### src/rtl/pfb_pkg.sv
// shared types, constants and helpers of the paged framebuffer refresh block
package pfb_pkg;

    // default geometry of the panel
    localparam int COLUMNS_DEF = 128;
    localparam int PAGES_DEF   = 8;

    // one memory row holds eight column bytes
    localparam int LANES    = 8;
    localparam int ROW_W    = LANES * 8;
    // at most this many words of a page go to the panel
    localparam int MAX_SEND = 16;

    // command codes of an input transaction
    typedef enum logic [1:0] {
        CMD_PIXEL   = 2'd0,
        CMD_FILL    = 2'd1,
        CMD_REFRESH = 2'd2
    } pfb_cmd_t;

    // sequencer states
    typedef enum logic [3:0] {
        ST_CLEAR,
        ST_IDLE,
        ST_PIX_WR,
        ST_NORM,
        ST_FILL,
        ST_CMP,
        ST_CMP_LAST,
        ST_SEND,
        ST_SEND_LAST
    } pfb_state_t;

    // input transaction
    typedef struct packed {
        logic [1:0] command;
        logic [6:0] x_pos;
        logic [5:0] y_pos;
        logic [6:0] x_last;
        logic [5:0] y_last;
        logic       pixel_value;
    } pfb_in_t;

    // result transaction
    typedef struct packed {
        logic [2:0]  page_number;
        logic [3:0]  word_number;
        logic [63:0] page_data;
        logic        last_word;
    } pfb_out_t;

    // index width for n entries, never below one bit
    function automatic int width_of(int n);
        return (n > 1) ? $clog2(n) : 1;
    endfunction

endpackage

### src/rtl/pfb_ctrl.sv
// sequencer: clearing pass, pixel read-modify-write, fill walk, page compare and send
module pfb_ctrl #(
    parameter int COLUMNS = pfb_pkg::COLUMNS_DEF,
    parameter int PAGES   = pfb_pkg::PAGES_DEF,
    parameter int RA_W    = 7
) (
    input  logic                      clk,
    input  logic                      rst_n,
    input  logic                      start,
    output logic                      busy,
    input  pfb_pkg::pfb_in_t          request,
    output logic                      result_strobe,
    output pfb_pkg::pfb_out_t         result,
    // front buffer port
    output logic                      front_we,
    output logic [pfb_pkg::LANES-1:0] front_be,
    output logic [RA_W-1:0]           front_waddr,
    output logic [pfb_pkg::ROW_W-1:0] front_wdata,
    output logic [RA_W-1:0]           front_raddr,
    input  logic [pfb_pkg::ROW_W-1:0] front_rdata,
    // shadow buffer port
    output logic                      shadow_we,
    output logic [RA_W-1:0]           shadow_waddr,
    output logic [pfb_pkg::ROW_W-1:0] shadow_wdata,
    output logic [RA_W-1:0]           shadow_raddr,
    input  logic [pfb_pkg::ROW_W-1:0] shadow_rdata
);
    import pfb_pkg::*;

    localparam int WORDS = (COLUMNS + 7) / 8;
    localparam int ROWS  = PAGES * WORDS;
    localparam int TOTAL = PAGES * COLUMNS;
    localparam int NSEND = (WORDS > MAX_SEND) ? MAX_SEND : WORDS;
    localparam int CW    = $clog2(COLUMNS);
    localparam int PG_W  = width_of(PAGES);
    localparam int WD_W  = width_of(WORDS);
    localparam int LIN_W = $clog2(16 * COLUMNS + 128);

    // control registers
    pfb_state_t      state_reg, state_next;
    logic [RA_W-1:0] row_reg, row_next;
    logic [PG_W-1:0] rpage_reg, rpage_next;
    logic [WD_W-1:0] wd_reg, wd_next;
    logic [WD_W-1:0] pend_wd_reg, pend_wd_next;
    logic            pend_reg, pend_next;
    logic            dirty_reg, dirty_next;

    // payload registers
    logic [RA_W-1:0]  prow_reg, prow_next;
    logic [5:0]       pbit_reg, pbit_next;
    logic             pval_reg, pval_next;
    logic [LIN_W-1:0] b_reg, b_next;
    logic [LIN_W-1:0] e_reg, e_next;
    logic [CW-1:0]    col_reg, col_next;
    logic [PG_W-1:0]  fpage_reg, fpage_next;
    logic [6:0]       nx_reg, nx_next;
    logic [7:0]       fbyte_reg, fbyte_next;

    logic             accept;
    pfb_cmd_t         cmd;

    // decode of an arriving transaction
    logic [2:0]       in_page;
    logic             pix_ok;
    logic [RA_W-1:0]  pix_row;
    logic [LIN_W-1:0] fill_s;
    logic [LIN_W-1:0] fill_e;
    logic             fill_ok;

    // one step of the fill walk
    logic [CW-1:0]    f_gend;
    logic [CW-1:0]    f_avail;
    logic [LIN_W-1:0] f_rem;
    logic [2:0]       f_take;
    logic             f_done;
    logic             f_wrap;
    logic [LANES-1:0] f_be;
    logic [RA_W-1:0]  f_row;

    // refresh addressing
    logic [RA_W-1:0]  ref_row;
    logic [RA_W-1:0]  pend_row;
    logic             row_diff;
    logic             norm_over;

    assign accept = start && (state_reg == ST_IDLE);
    assign busy   = (state_reg != ST_IDLE);
    assign cmd    = pfb_cmd_t'(request.command);

    // transaction decode
    always_comb
    begin
        in_page = request.y_pos[5:3];
        pix_ok  = (int'(request.x_pos) < COLUMNS) && (int'(in_page) < PAGES);
        pix_row = RA_W'(int'(in_page) * WORDS + int'(request.x_pos[6:3]));
        fill_s  = LIN_W'(int'(request.x_pos) + int'(in_page) * COLUMNS);
        fill_e  = LIN_W'(int'(request.x_last) + int'(request.y_last[5:3]) * COLUMNS);
        fill_ok = (fill_e >= fill_s) && (int'(fill_s) < TOTAL);
    end

    // fill walk step: bytes of the current column group up to the end address
    always_comb
    begin
        f_gend = ((col_reg | CW'(7)) > CW'(COLUMNS - 1)) ? CW'(COLUMNS - 1)
                                                         : (col_reg | CW'(7));
        f_avail = f_gend - col_reg;
        f_rem   = e_reg - b_reg;
        f_take  = (f_rem < LIN_W'(f_avail)) ? f_rem[2:0] : f_avail[2:0];
        f_done  = (f_rem == LIN_W'(f_take));
        f_wrap  = (f_gend == CW'(COLUMNS - 1)) && (f_take == f_avail[2:0]);
        for (int k = 0; k < LANES; k++)
        begin
            f_be[k] = (3'(k) >= col_reg[2:0]) && (3'(k) <= col_reg[2:0] + f_take);
        end
        f_row = RA_W'(int'(fpage_reg) * WORDS + int'(col_reg >> 3));
    end

    // refresh addressing and compare
    always_comb
    begin
        ref_row   = RA_W'(int'(rpage_reg) * WORDS + int'(wd_reg));
        pend_row  = RA_W'(int'(rpage_reg) * WORDS + int'(pend_wd_reg));
        row_diff  = (front_rdata != shadow_rdata);
        norm_over = (int'(nx_reg) >= COLUMNS);
    end

    // next state
    always_comb
    begin
        state_next = state_reg;
        unique case (state_reg)
            ST_CLEAR:
            begin
                if (row_reg == RA_W'(ROWS - 1))
                begin
                    state_next = ST_IDLE;
                end
            end
            ST_IDLE:
            begin
                if (start)
                begin
                    unique case (cmd)
                        CMD_PIXEL:   state_next = pix_ok ? ST_PIX_WR : ST_IDLE;
                        CMD_FILL:    state_next = fill_ok ? ST_NORM : ST_IDLE;
                        CMD_REFRESH: state_next = ST_CMP;
                        default:     state_next = ST_IDLE;
                    endcase
                end
            end
            ST_PIX_WR:
            begin
                state_next = ST_IDLE;
            end
            ST_NORM:
            begin
                if (!norm_over)
                begin
                    state_next = ST_FILL;
                end
            end
            ST_FILL:
            begin
                if (f_done)
                begin
                    state_next = ST_IDLE;
                end
            end
            ST_CMP:
            begin
                if (wd_reg == WD_W'(WORDS - 1))
                begin
                    state_next = ST_CMP_LAST;
                end
            end
            ST_CMP_LAST:
            begin
                state_next = (dirty_reg || row_diff) ? ST_SEND : ST_IDLE;
            end
            ST_SEND:
            begin
                if (wd_reg == WD_W'(NSEND - 1))
                begin
                    state_next = ST_SEND_LAST;
                end
            end
            ST_SEND_LAST:
            begin
                state_next = ST_IDLE;
            end
            default:
            begin
                state_next = ST_IDLE;
            end
        endcase
    end

    // register next values
    always_comb
    begin
        row_next     = row_reg;
        rpage_next   = rpage_reg;
        wd_next      = wd_reg;
        pend_wd_next = pend_wd_reg;
        pend_next    = 1'b0;
        dirty_next   = dirty_reg;
        prow_next    = prow_reg;
        pbit_next    = pbit_reg;
        pval_next    = pval_reg;
        b_next       = b_reg;
        e_next       = e_reg;
        col_next     = col_reg;
        fpage_next   = fpage_reg;
        nx_next      = nx_reg;
        fbyte_next   = fbyte_reg;
        unique case (state_reg)
            ST_CLEAR:
            begin
                row_next = (row_reg == RA_W'(ROWS - 1)) ? '0 : row_reg + 1'b1;
            end
            ST_IDLE:
            begin
                prow_next  = pix_row;
                pbit_next  = {request.x_pos[2:0], request.y_pos[2:0]};
                pval_next  = request.pixel_value;
                b_next     = fill_s;
                e_next     = (int'(fill_e) >= TOTAL) ? LIN_W'(TOTAL - 1) : fill_e;
                nx_next    = request.x_pos;
                fpage_next = PG_W'(in_page);
                fbyte_next = request.pixel_value ? 8'h00 : 8'hff;
                wd_next    = '0;
                dirty_next = 1'b0;
            end
            ST_PIX_WR:
            begin
            end
            ST_NORM:
            begin
                if (norm_over)
                begin
                    nx_next    = nx_reg - 7'(COLUMNS);
                    fpage_next = fpage_reg + 1'b1;
                end
                else
                begin
                    col_next = CW'(nx_reg);
                end
            end
            ST_FILL:
            begin
                b_next = b_reg + LIN_W'(f_take) + 1'b1;
                if (f_wrap)
                begin
                    col_next   = '0;
                    fpage_next = fpage_reg + 1'b1;
                end
                else
                begin
                    col_next = col_reg + CW'(f_take) + CW'(1);
                end
            end
            ST_CMP:
            begin
                pend_next    = 1'b1;
                pend_wd_next = wd_reg;
                wd_next      = (wd_reg == WD_W'(WORDS - 1)) ? '0 : wd_reg + 1'b1;
                if (pend_reg && row_diff)
                begin
                    dirty_next = 1'b1;
                end
            end
            ST_CMP_LAST:
            begin
                wd_next = '0;
                if (!(dirty_reg || row_diff))
                begin
                    rpage_next = (rpage_reg == PG_W'(PAGES - 1)) ? '0 : rpage_reg + 1'b1;
                end
            end
            ST_SEND:
            begin
                pend_next    = 1'b1;
                pend_wd_next = wd_reg;
                wd_next      = (wd_reg == WD_W'(NSEND - 1)) ? '0 : wd_reg + 1'b1;
            end
            ST_SEND_LAST:
            begin
                rpage_next = (rpage_reg == PG_W'(PAGES - 1)) ? '0 : rpage_reg + 1'b1;
            end
            default:
            begin
            end
        endcase
    end

    // memory controls and result port
    always_comb
    begin
        front_we     = 1'b0;
        front_be     = '0;
        front_waddr  = row_reg;
        front_wdata  = '0;
        front_raddr  = pix_row;
        shadow_we    = 1'b0;
        shadow_waddr = row_reg;
        shadow_wdata = '0;
        shadow_raddr = ref_row;
        result_strobe      = 1'b0;
        result.page_number = 3'(rpage_reg);
        result.word_number = 4'(pend_wd_reg);
        result.page_data   = front_rdata;
        result.last_word   = (pend_wd_reg == WD_W'(NSEND - 1));
        unique case (state_reg)
            ST_CLEAR:
            begin
                front_we  = 1'b1;
                front_be  = '1;
                shadow_we = 1'b1;
            end
            ST_IDLE:
            begin
            end
            ST_PIX_WR:
            begin
                front_we              = 1'b1;
                front_be              = LANES'(1) << pbit_reg[5:3];
                front_waddr           = prow_reg;
                front_wdata           = front_rdata;
                front_wdata[pbit_reg] = pval_reg;
            end
            ST_NORM:
            begin
            end
            ST_FILL:
            begin
                front_we    = 1'b1;
                front_be    = f_be;
                front_waddr = f_row;
                front_wdata = {LANES{fbyte_reg}};
            end
            ST_CMP:
            begin
                front_raddr  = ref_row;
                shadow_we    = pend_reg;
                shadow_waddr = pend_row;
                shadow_wdata = front_rdata;
            end
            ST_CMP_LAST:
            begin
                shadow_we    = 1'b1;
                shadow_waddr = pend_row;
                shadow_wdata = front_rdata;
            end
            ST_SEND:
            begin
                front_raddr   = ref_row;
                result_strobe = pend_reg;
            end
            ST_SEND_LAST:
            begin
                result_strobe = 1'b1;
            end
            default:
            begin
            end
        endcase
    end

    // control state
    always_ff @(posedge clk or negedge rst_n)
    begin
        if (!rst_n)
        begin
            state_reg   <= ST_CLEAR;
            row_reg     <= '0;
            rpage_reg   <= '0;
            wd_reg      <= '0;
            pend_wd_reg <= '0;
            pend_reg    <= 1'b0;
            dirty_reg   <= 1'b0;
        end
        else
        begin
            state_reg   <= state_next;
            row_reg     <= row_next;
            rpage_reg   <= rpage_next;
            wd_reg      <= wd_next;
            pend_wd_reg <= pend_wd_next;
            pend_reg    <= pend_next;
            dirty_reg   <= dirty_next;
        end
    end

    // transaction payload
    always_ff @(posedge clk)
    begin
        prow_reg  <= prow_next;
        pbit_reg  <= pbit_next;
        pval_reg  <= pval_next;
        b_reg     <= b_next;
        e_reg     <= e_next;
        col_reg   <= col_next;
        fpage_reg <= fpage_next;
        nx_reg    <= nx_next;
        fbyte_reg <= fbyte_next;
    end

    // results come only out of a page send
    assert property (@(posedge clk) disable iff (!rst_n)
        result_strobe |-> (state_reg == ST_SEND || state_reg == ST_SEND_LAST))
        else $error("result strobe outside page send");

    // shadow is written only by the clearing pass or the page compare
    assert property (@(posedge clk) disable iff (!rst_n)
        shadow_we |-> (state_reg == ST_CLEAR || state_reg == ST_CMP ||
                       state_reg == ST_CMP_LAST))
        else $error("shadow written outside compare");

    // every front write touches at least one byte
    assert property (@(posedge clk) disable iff (!rst_n)
        front_we |-> (front_be != '0))
        else $error("front write with no byte enabled");

    // a refresh tick always occupies the sequencer
    assert property (@(posedge clk) disable iff (!rst_n)
        (accept && cmd == CMD_REFRESH) |=> (state_reg == ST_CMP))
        else $error("refresh tick not started");

    // refresh page stays inside the buffer
    assert property (@(posedge clk) disable iff (!rst_n)
        int'(rpage_reg) < PAGES)
        else $error("refresh page out of range");

endmodule

### config.mk
export PLATFORM = sky130hd
export DESIGN_NAME = pfb_ctrl
export DESIGN_NICKNAME = d
export VERILOG_FILES = /design/src/rtl/pfb_pkg.sv /design/src/rtl/pfb_ctrl.sv
export SDC_FILE = /design/constraint.sdc
export NUM_CORES = 1
export LEC_CHECK = 0
export BUFFER_PORTS_ARGS = -buffer_cell sky130_fd_sc_hd__buf_2
export CAP_MARGIN = 10
export CORE_AREA = 3 3 153 155
export DETAILED_ROUTE_END_ITERATION = 16
export DIE_AREA = 0 0 156 158
export GPL_TIMING_DRIVEN = 0
export PLACE_DENSITY = 0.72
export SLEW_MARGIN = 20
export SYNTH_ARGS = -nofsm -noshare
export SYNTH_HDL_FRONTEND = slang
export SYNTH_SLANG_ARGS = --single-unit
### constraint.sdc
create_clock -name clk -period 11.5 [get_ports clk]
set_clock_uncertainty 0.15 [all_clocks]
set_input_delay 0.575 -clock clk [delete_from_list [all_inputs] [get_ports clk]]
set_output_delay 0.575 -clock clk [all_outputs]
set_load 0.1 [all_outputs]
---- Word-level counts from Yosys, hierarchy flattened ----
Index checks and enable logic that the tools add are counted.
storage, ports and cells
  output and inout port bits .............. 240
  input bits .............................. 160
  register bits after elaboration ......... 87
operators by class
  add/subtract/negate cells ............... 17
  shift operators ......................... 1
  muxes and demuxes ....................... 38
  magnitude comparators ................... 23
  equality and inequality tests ........... 27
  reduce and logical (&&, ||, !) cells .... 29
operator list
  kind                                                                   number
  64-bit case mux with 2 select lines                                    1
  64-bit bitwise mux                                                     1
  64-bit 2-to-1 mux                                                      1
  64-bit != test                                                         1
  7-bit 2-to-1 mux                                                       5
  7-bit by 4-bit adder with 7-bit output                                 4
  4-bit case mux with 7 select lines                                     1
  7-bit case mux with 2 select lines                                     2
  4-bit 2-to-1 mux                                                       6
  12-bit case mux with 2 select lines                                    1
  8-bit case mux with 3 select lines                                     1
  7-bit by 10-bit adder with 11-bit output                               2
  4-bit by 3-bit equality test with 1-bit output, second input constant  4
  2-bit != test, second input constant                                   8
  3-bit 2-to-1 mux                                                       5
  7-bit by 1-bit adder with 7-bit output, second input constant          2
  7-bit equality test, second input constant                             2
  12-bit by 1-bit adder with 12-bit output, second input constant        1
  12-bit by 3-bit adder with 12-bit output                               1
  12-bit by 3-bit equality test with 1-bit output                        1
  4-bit equality test, second input constant                             3
  3-bit greater-or-equal comparator, first input constant                4
  3-bit less-or-equal comparator, first input constant                   4
  1-bit logical AND                                                      12
  other kinds (41)                                                       62

---- Depth between registers and ports, before layout ----
Gate-level depths: netlist (run 1).
  depth in word-level cells ............... 9
  gate-level depth with buffers ........... 21
  depth with buffers taken out ............ 20

---- Worst setup path after synthesis (run 1) ----
No wires, ideal clock.
  path kind ............................... reg-to-output
  start point ............................. register b_reg[0]
  end point ............................... output front_be[7] in the netlist's numbering
  data required time ...................... 10.775 ns
  setup slack ............................. 4.200 ns
  cell stages (with the launch flop) ...... 14
  buffers on the path ..................... 1
  arrival ................................. 6.575 ns
  cells stage by stage .................... edfxtp_1 ha_1 fa_1 nand2b_2 a211oi_2 o211ai_2 and2_4 a211o_1 o31ai_4 and3_2 buf_6 mux2i_1 fa_1 o41ai_1
on the way
  longest elaborated chain between the ends .. 7
RTL lines
  item                                                    line             source
  start: declaration                                      pfb_ctrl.sv:52   logic [LIN_W-1:0] b_reg, b_next;
  start signal: assignment                                pfb_ctrl.sv:400  b_reg <= b_next;
  12-bit subtractor (*)                                   pfb_ctrl.sv:107  f_rem = e_reg - b_reg;
  12-bit by 7-bit less-than comparator with 1-bit output  pfb_ctrl.sv:108  f_take = (f_rem < LIN_W'(f_avail)) ? f_rem[2:0] : f_avail[2:0];
  3-bit 2-to-1 mux (*)                                    pfb_ctrl.sv:108
  3-bit adder (*)                                         pfb_ctrl.sv:113  f_be[k] = (3'(k) >= col_reg[2:0]) && (3'(k) <= col_reg[2:0] + f_take);
  3-bit less-or-equal comparator (*)                      pfb_ctrl.sv:113
  1-bit logical AND (*)                                   pfb_ctrl.sv:113
  8-bit case mux with 3 select lines (*)                  pfb_ctrl.sv:313  unique case (state_reg)
  end: declaration                                        pfb_ctrl.sv:16   output logic [pfb_pkg::LANES-1:0] front_be,
Mark *: on every way between the ends. The rest lies on a longest branch, timed or not.

---- Worst setup path after layout (run 1) ----
Ends and elaborated chain as after synthesis.

==> impl_metrics.tcl, run 1 <==
set metrics [dict create \
    critPathRequiredTime_ns 10.78 \
    gp_congestion 1.05 \
    grt_usage_pct 29.2 \
    overflow 0 \
    synth-edff-count 47 \
    wl_per_cell_um 23.2 \
    die_h_um 158 \
    ioPinCount 400 \
    dp_cells 1648 \
    yosysMostFrequentCell "nand2_1" \
    cts_root_buf "clkbuf_16" \
    synth_fp_nets 1170 \
    rsz0062_at_grt "no" \
    cp_data_arrival_time_ns 5.26 \
    cts_tree "yes" \
    synth_area_um2 7870 \
    start_util_pct 35.9 \
    clkSinkCount 71 \
    critical_path_class "register to output pin" \
    fill_cells 2235 \
    worst_pin_slew_ns 1.20 \
    post-place-ws_ns 5.88 \
    synth_top_area_cell "edfxtp_1" \
    drtIter0Drc 982 \
    finalWirelength_um 38600 \
    synth_area_per_cell_um2 8.10 \
    cts_setup_buffers 0 \
    worst_slack_ns 5.52 \
    synth_top_area_share_pct 17.9 \
    grt_max_degree 26 \
    area_delta_synth_final_pct 33.2 \
    antenna_found_initial 7 \
    grt_pass1_vias 8292 \
    synth_top_flop_cell "edfxtp_1" \
    ys_ff_latch 71 \
    max_slew_margin_pct 20.0 \
    final_core_util_pct 47.7 \
    synthTopCellsByCount "nand2_1, o21ai_0, xnor2_1" \
    core_um2 22000 \
    synth-async-reset-ratio_pct 33.8 \
    hold_buffers 0 \
    synth_cell_types 64 \
    finalCritPeriodShare_pct 52.0 \
    cap_violations 0 \
    fmax_mhz 167 \
    layout-drive-gt1-share_pct 36.6 \
    antenna_left 0 \
    ys_seq_area_share_pct 25.6 \
    avgViaCountPerCell 5.38 \
    slew_viol_final 0 \
    fin_nets 1577 \
    ys_warn_count 0 \
    io_buffers 396 \
    worstHoldPathType "input pin to asynchronous set/reset pin" \
    setup_tns_ns 0 \
    post_cts_resized 0 \
    die_w_um 156 \
    tritoncts.num_buffers 9 \
    dpl.hpwl_um 32300 \
    num_vias 8969 \
    cp-end-kind "output pin" \
    clk-insertion-delay-late_ns 0.35 \
    grt_pass1_wl_um 53400 \
    hold_viol 0 \
    fin_crit_ns 5.98 \
    die_area_um2 24600 \
    outcome "complete, no violations" \
    crit_fanout 5 \
    fin_cells 1667 \
    cts.htree.levels 3 \
    clock_path_buffers 2 \
    dr.pass1.iters 5 \
    synthCells 972 \
    finalSetupViolations 0 \
    rows 54 \
    netlist_top_cells_area "edfxtp_1, mux2i_1, xnor2_1" \
    drc 0 \
    largest_reg_flops 12 \
    startpoint_type "register" \
    path_clk_slew_ns 0.06 \
]
-- placed cells by master (no fill, tap or decap), types with 19 or more instances in the layout --
master	Yosys	routed
xnor2_1	79	79
nand4_1	19	19
inv_1	37	36
mux2i_1	70	70
nor2_1	65	65
clkbuf_1	49	51
and2_1	68	68
buf_2	0	396
dfrtp_1	24	24
ha_1	34	34
buf_4	67	67
o21ai_0	108	108
a21oi_1	31	31
nand2_1	114	114
edfxtp_1	47	47
-- area by class of cell --
cell class | count | area (µm²) | area share, %
Inverter | 37 | 139 | 1.32
Clock buffer | 11 | 233 | 2.22
Buffer | 119 | 707 | 6.74
Timing Repair Buffer | 396 | 1980 | 18.9
Sequential cell | 71 | 2010 | 19.2
Tap cell | 280 | 350 | 3.34
Clock inverter | 5 | 35.0 | 0.334
Antenna cell | 3 | 7.51 | 0.0716
Multi-Input combinational cell | 745 | 5020 | 47.9
-- kinds of logic after synthesis --
kind of cell / after synthesis / share of synthesized area (%)
adders and majority gates: 38 / 6.42
and+or+nand+nor: 340 / 21.6
muxes: 83 / 10.8
AOI/OAI and AO/OA: 193 / 14.8
DFF: 71 / 25.6
xor gates and xnor gates: 91 / 10.1
buffers and inverters: 156 / 10.7
-- per-layer routing --
metal,vias to the layer above,share of wire [%],global-route usage [%]
li1,4124,-,-
met1,4212,42,39.8
met2,579,44,44.1
met3,48,13,11.1
met4,6,1.3,5.97
met5,-,0.28,2.58
-- worst paths after layout --
path / startpoint / endpoint / slack, ns / cells after the start
max: b_reg[0]$_DFFE_PP_ / front_be[7] / 5.52 / 14
min: rst_n / pend_wd_reg[3]$_DFFE_PN0N_ / 0.06 / 1
max reg2reg: b_reg[0]$_DFFE_PP_ / b_reg[6]$_DFFE_PP_ / 6.47 / 18
min reg2reg: pend_wd_reg[1]$_DFFE_PN0N_ / pend_wd_reg[1]$_DFFE_PN0N_ / 0.37 / 2
max in group asynchronous: rst_n / state_reg[2]$_DFFE_PN0P_ / 10.77 / 1
min in group clk: request[11] / e_reg[4]$_DFFE_PP_ / 0.27 / 1
-- stage by stage --
step                      area, µm²  hold slack, ns
after floorplan                7870           0.129
after detailed placement      10200           0.358
after global routing          10500          0.0867
final                         10500          0.0568
after CTS                     10500          0.0673
after global placement        10200           0.335
-- critical path, cell delays in order (launching register included) --
cell and delay (ns):
edfxtp_1 0.39, ha_1 0.26, fa_1 0.40, nand2b_2 0.21, a211oi_2 0.32, o211ai_2 0.17, and2_4 0.16, a211o_1 0.28
o31ai_4 0.19, and3_2 0.22, buf_6 0.13, mux2i_1 0.50, fa_1 0.57, o41ai_1 0.59, buf_2 0.53
Power of run 1 is not shown: default switching activity piles up to over one toggle a cycle in this logic, so the estimate is an artifact.
==> run 2: changes to the inputs <==
- ABC_AREA: default -> 1
- CORE_AREA: 3 3 153 155 -> 3 3 154 156
- DIE_AREA: 0 0 156 158 -> 0 0 157 159
- PLACE_DENSITY: 0.72 -> 0.74
- clock period: 11.5 -> 5.5 ns (I/O delays scaled with it)
==> impl_metrics.tcl, run 2 <==
set metrics [dict create \
    outcome "complete, no violations" \
    max_slew_margin_pct 29.0 \
    ys_ff_latch 71 \
    synth_top_area_cell "edfxtp_1" \
    netlist_top_cells_area "edfxtp_1, inv_1, o21ai_0" \
    clock_path_buffers 2 \
    antenna_found_initial 0 \
    antenna_left 0 \
    crit_fanout 9 \
    ioPinCount 400 \
    synthTopCellsByCount "inv_1, nor2_1, nand2_1" \
    critical_path_class "register to output pin" \
    die_w_um 157 \
    post-place-ws_ns 0.649 \
    area_delta_synth_final_pct 34.7 \
    start_util_pct 35.9 \
    synth_fp_nets 1440 \
    synth_top_flop_cell "edfxtp_1" \
    final_common_cell "buf_2" \
    grt_usage_pct 30.4 \
    synth_area_um2 8080 \
    finalSetupViolations 0 \
    min_path_cells 1 \
    dpl.hpwl_um 33500 \
    clk-insertion-delay-late_ns 0.34 \
    power_density_nw_per_um2 148 \
    whs_endpoint "prow_reg[4]$_DFFE_PP_" \
    die_area_um2 25000 \
    synthCells 1242 \
    final_core_util_pct 48.4 \
    r2r_slack_ns 0.65 \
    reg2regPathDepth 27 \
    worst_slack_ns 0.363 \
    dr.pass1.iters 5 \
    clkSinkCount 71 \
    r2r-end "b_reg[10]$_SDFFCE_PN0P_" \
    gp_congestion 1.01 \
    synth_top_area_share_pct 17.5 \
    synth_area_per_cell_um2 6.51 \
    cap_violations 0 \
    die_h_um 159 \
    critPathRequiredTime_ns 5.08 \
    fin_nets 1865 \
    synth-async-reset-ratio_pct 33.8 \
    fill_cells 2328 \
    synth_cell_types 43 \
    cp_data_arrival_time_ns 4.71 \
    worstHoldPathType "input pin to register" \
    hp-start "request[17]" \
    yosysMostFrequentCell "inv_1" \
    hold_viol 0 \
    avgViaCountPerCell 5.13 \
    cts_root_buf "clkbuf_16" \
    ys_warn_count 0 \
    largest_reg_flops 12 \
    layout_common_cells "buf_2, inv_1, nor2_1, nand2_1, o21ai_0" \
    cp-end-kind "output pin" \
    grt_max_degree 29 \
    grt_pass1_wl_um 57200 \
    ir_drop_mv 0.168 \
    slew_viol_final 0 \
    cts.htree.levels 3 \
    synth-edff-count 47 \
    rsz0062_at_grt "no" \
    wl_per_cell_um 20.5 \
    finalWirelength_um 40100 \
    core_um2 22500 \
    rr_startpoint "b_reg[0]$_DFFE_PP_" \
    overflow 0 \
    ys_seq_area_share_pct 24.9 \
    tritoncts.num_buffers 9 \
    fmax_mhz 195 \
    n_antenna_cell 0 \
    cts_tree "yes" \
    num_vias 10049 \
    seq_area_um2 2010 \
    grt_pass1_vias 9419 \
    startpoint_type "register" \
    drtIter0Drc 1001 \
    path_clk_slew_ns 0.06 \
    fin_crit_ns 5.14 \
    drc 0 \
    worst_pin_slew_ns 1.06 \
    layout-drive-gt1-share_pct 30.0 \
    io_buffers 396 \
    setup_tns_ns 0 \
    leakage_nw 5.76 \
    rows 55 \
    finalCritPeriodShare_pct 93.4 \
    multi_input_area_um2 4600 \
]
run 2: changes by cell type after synthesis, sizes merged, moves of 48 or more:
cell / delta
inv: +164
nor2: +131
mux2i: -70
and2: -68
xnor2: -53
nor3: +48
run 2: worst max-delay path by stage:
stage | start | end | slack [ns] | cells past startpoint
global route | b_reg[0]$_DFFE_PP_ | front_be[7] | 0.03 | 22
detailed placement | b_reg[0]$_DFFE_PP_ | front_be[5] | 0.65 | 22
finish | b_reg[0]$_DFFE_PP_ | front_be[7] | 0.36 | 22
floorplan | b_reg[0]$_DFFE_PP_ | front_be[2] | 0.35 | 19
CTS | b_reg[0]$_DFFE_PP_ | front_be[5] | 0.25 | 22
global placement | b_reg[0]$_DFFE_PP_ | front_be[5] | 0.74 | 22
run 2: power breakdown:
group	leakage (nW)	total, W	switching, W	internal (W)
Sequential	0.769	0.000568	0	0.000568
Combinational	4.85	0.000485	0.000348	0.000137
Clock	0.146	0.000559	0.000230	0.000329
run 2: stage by stage:
step	area, µm²	hold slack [ns]	cells	power [W]
3_5_place_dp	10400	0.142	1923	0.00105
6_report	10900	0.00934	1957	0.00161
2_1_floorplan	8080	-0.171	1242	0.000893
4_1_cts	10900	0.00497	1957	0.00162
3_3_place_gp	10400	0.146	1923	0.00104
5_1_grt	10900	0.00797	1957	0.00166
run 2: kinds of logic (layout without fill, tap and decap cells):
kind of cell             Yosys count  count (layout)  share of synthesized area (%)
AND/OR/NAND/NOR                  488             488                           26.1
buffers and inverters            321             751                           18.1
AO/OA/AOI/OAI                    254             254                           17.0
flip-flops                        71              71                           24.9
XOR/XNOR                          70              70                           7.59
adder cells (fa/ha/maj)           38              38                           6.25
run 2: layout make-up:
type                            instances  share of cell area (%)
Buffer                                116                    6.39
Clock buffer                           11                    2.32
Clock inverter                          5                   0.264
Inverter                              205                    7.07
Multi-Input combinational cell        850                    42.3
Sequential cell                        71                    18.5
Tap cell                              285                    3.27
Timing Repair Buffer                  414                    19.9
run 2: repair_timing:
action / 4_1_cts / 5_1_grt
resized for setup: 0 / 4
endpoints found under the setup margin: 0 / 3
hold endpoints to repair: 41 / 0
buffers inserted: 0 / 0
hold buffers: 18 / 0
run 2: layer usage:
| layer | global-route usage, % | wire length, µm |
|---|---|---|
| met2 | 45.6 | 17000 |
| met4 | 8.40 | 1100 |
| met5 | 0 | 0 |
| met1 | 42.1 | 16800 |
| met3 | 9.30 | 5120 |
run 2: critical path, stage by stage, from the launching register on:
cell,delay [ns]
edfxtp_1,0.41
ha_1,0.25
fa_1,0.57
inv_1,0.06
ha_1,0.27
a21oi_1,0.15
inv_1,0.05
a21oi_1,0.16
inv_1,0.09
nor2_4,0.13
nand2_4,0.08
nand2_1,0.07
o21a_1,0.14
ha_1,0.14
inv_1,0.05
fa_1,0.37
or2_2,0.30
nand2_1,0.10
inv_1,0.06
nor2_1,0.20
nand3_1,0.11
o211ai_1,0.10
buf_2,0.48
(Power assumes the default switching activity.)
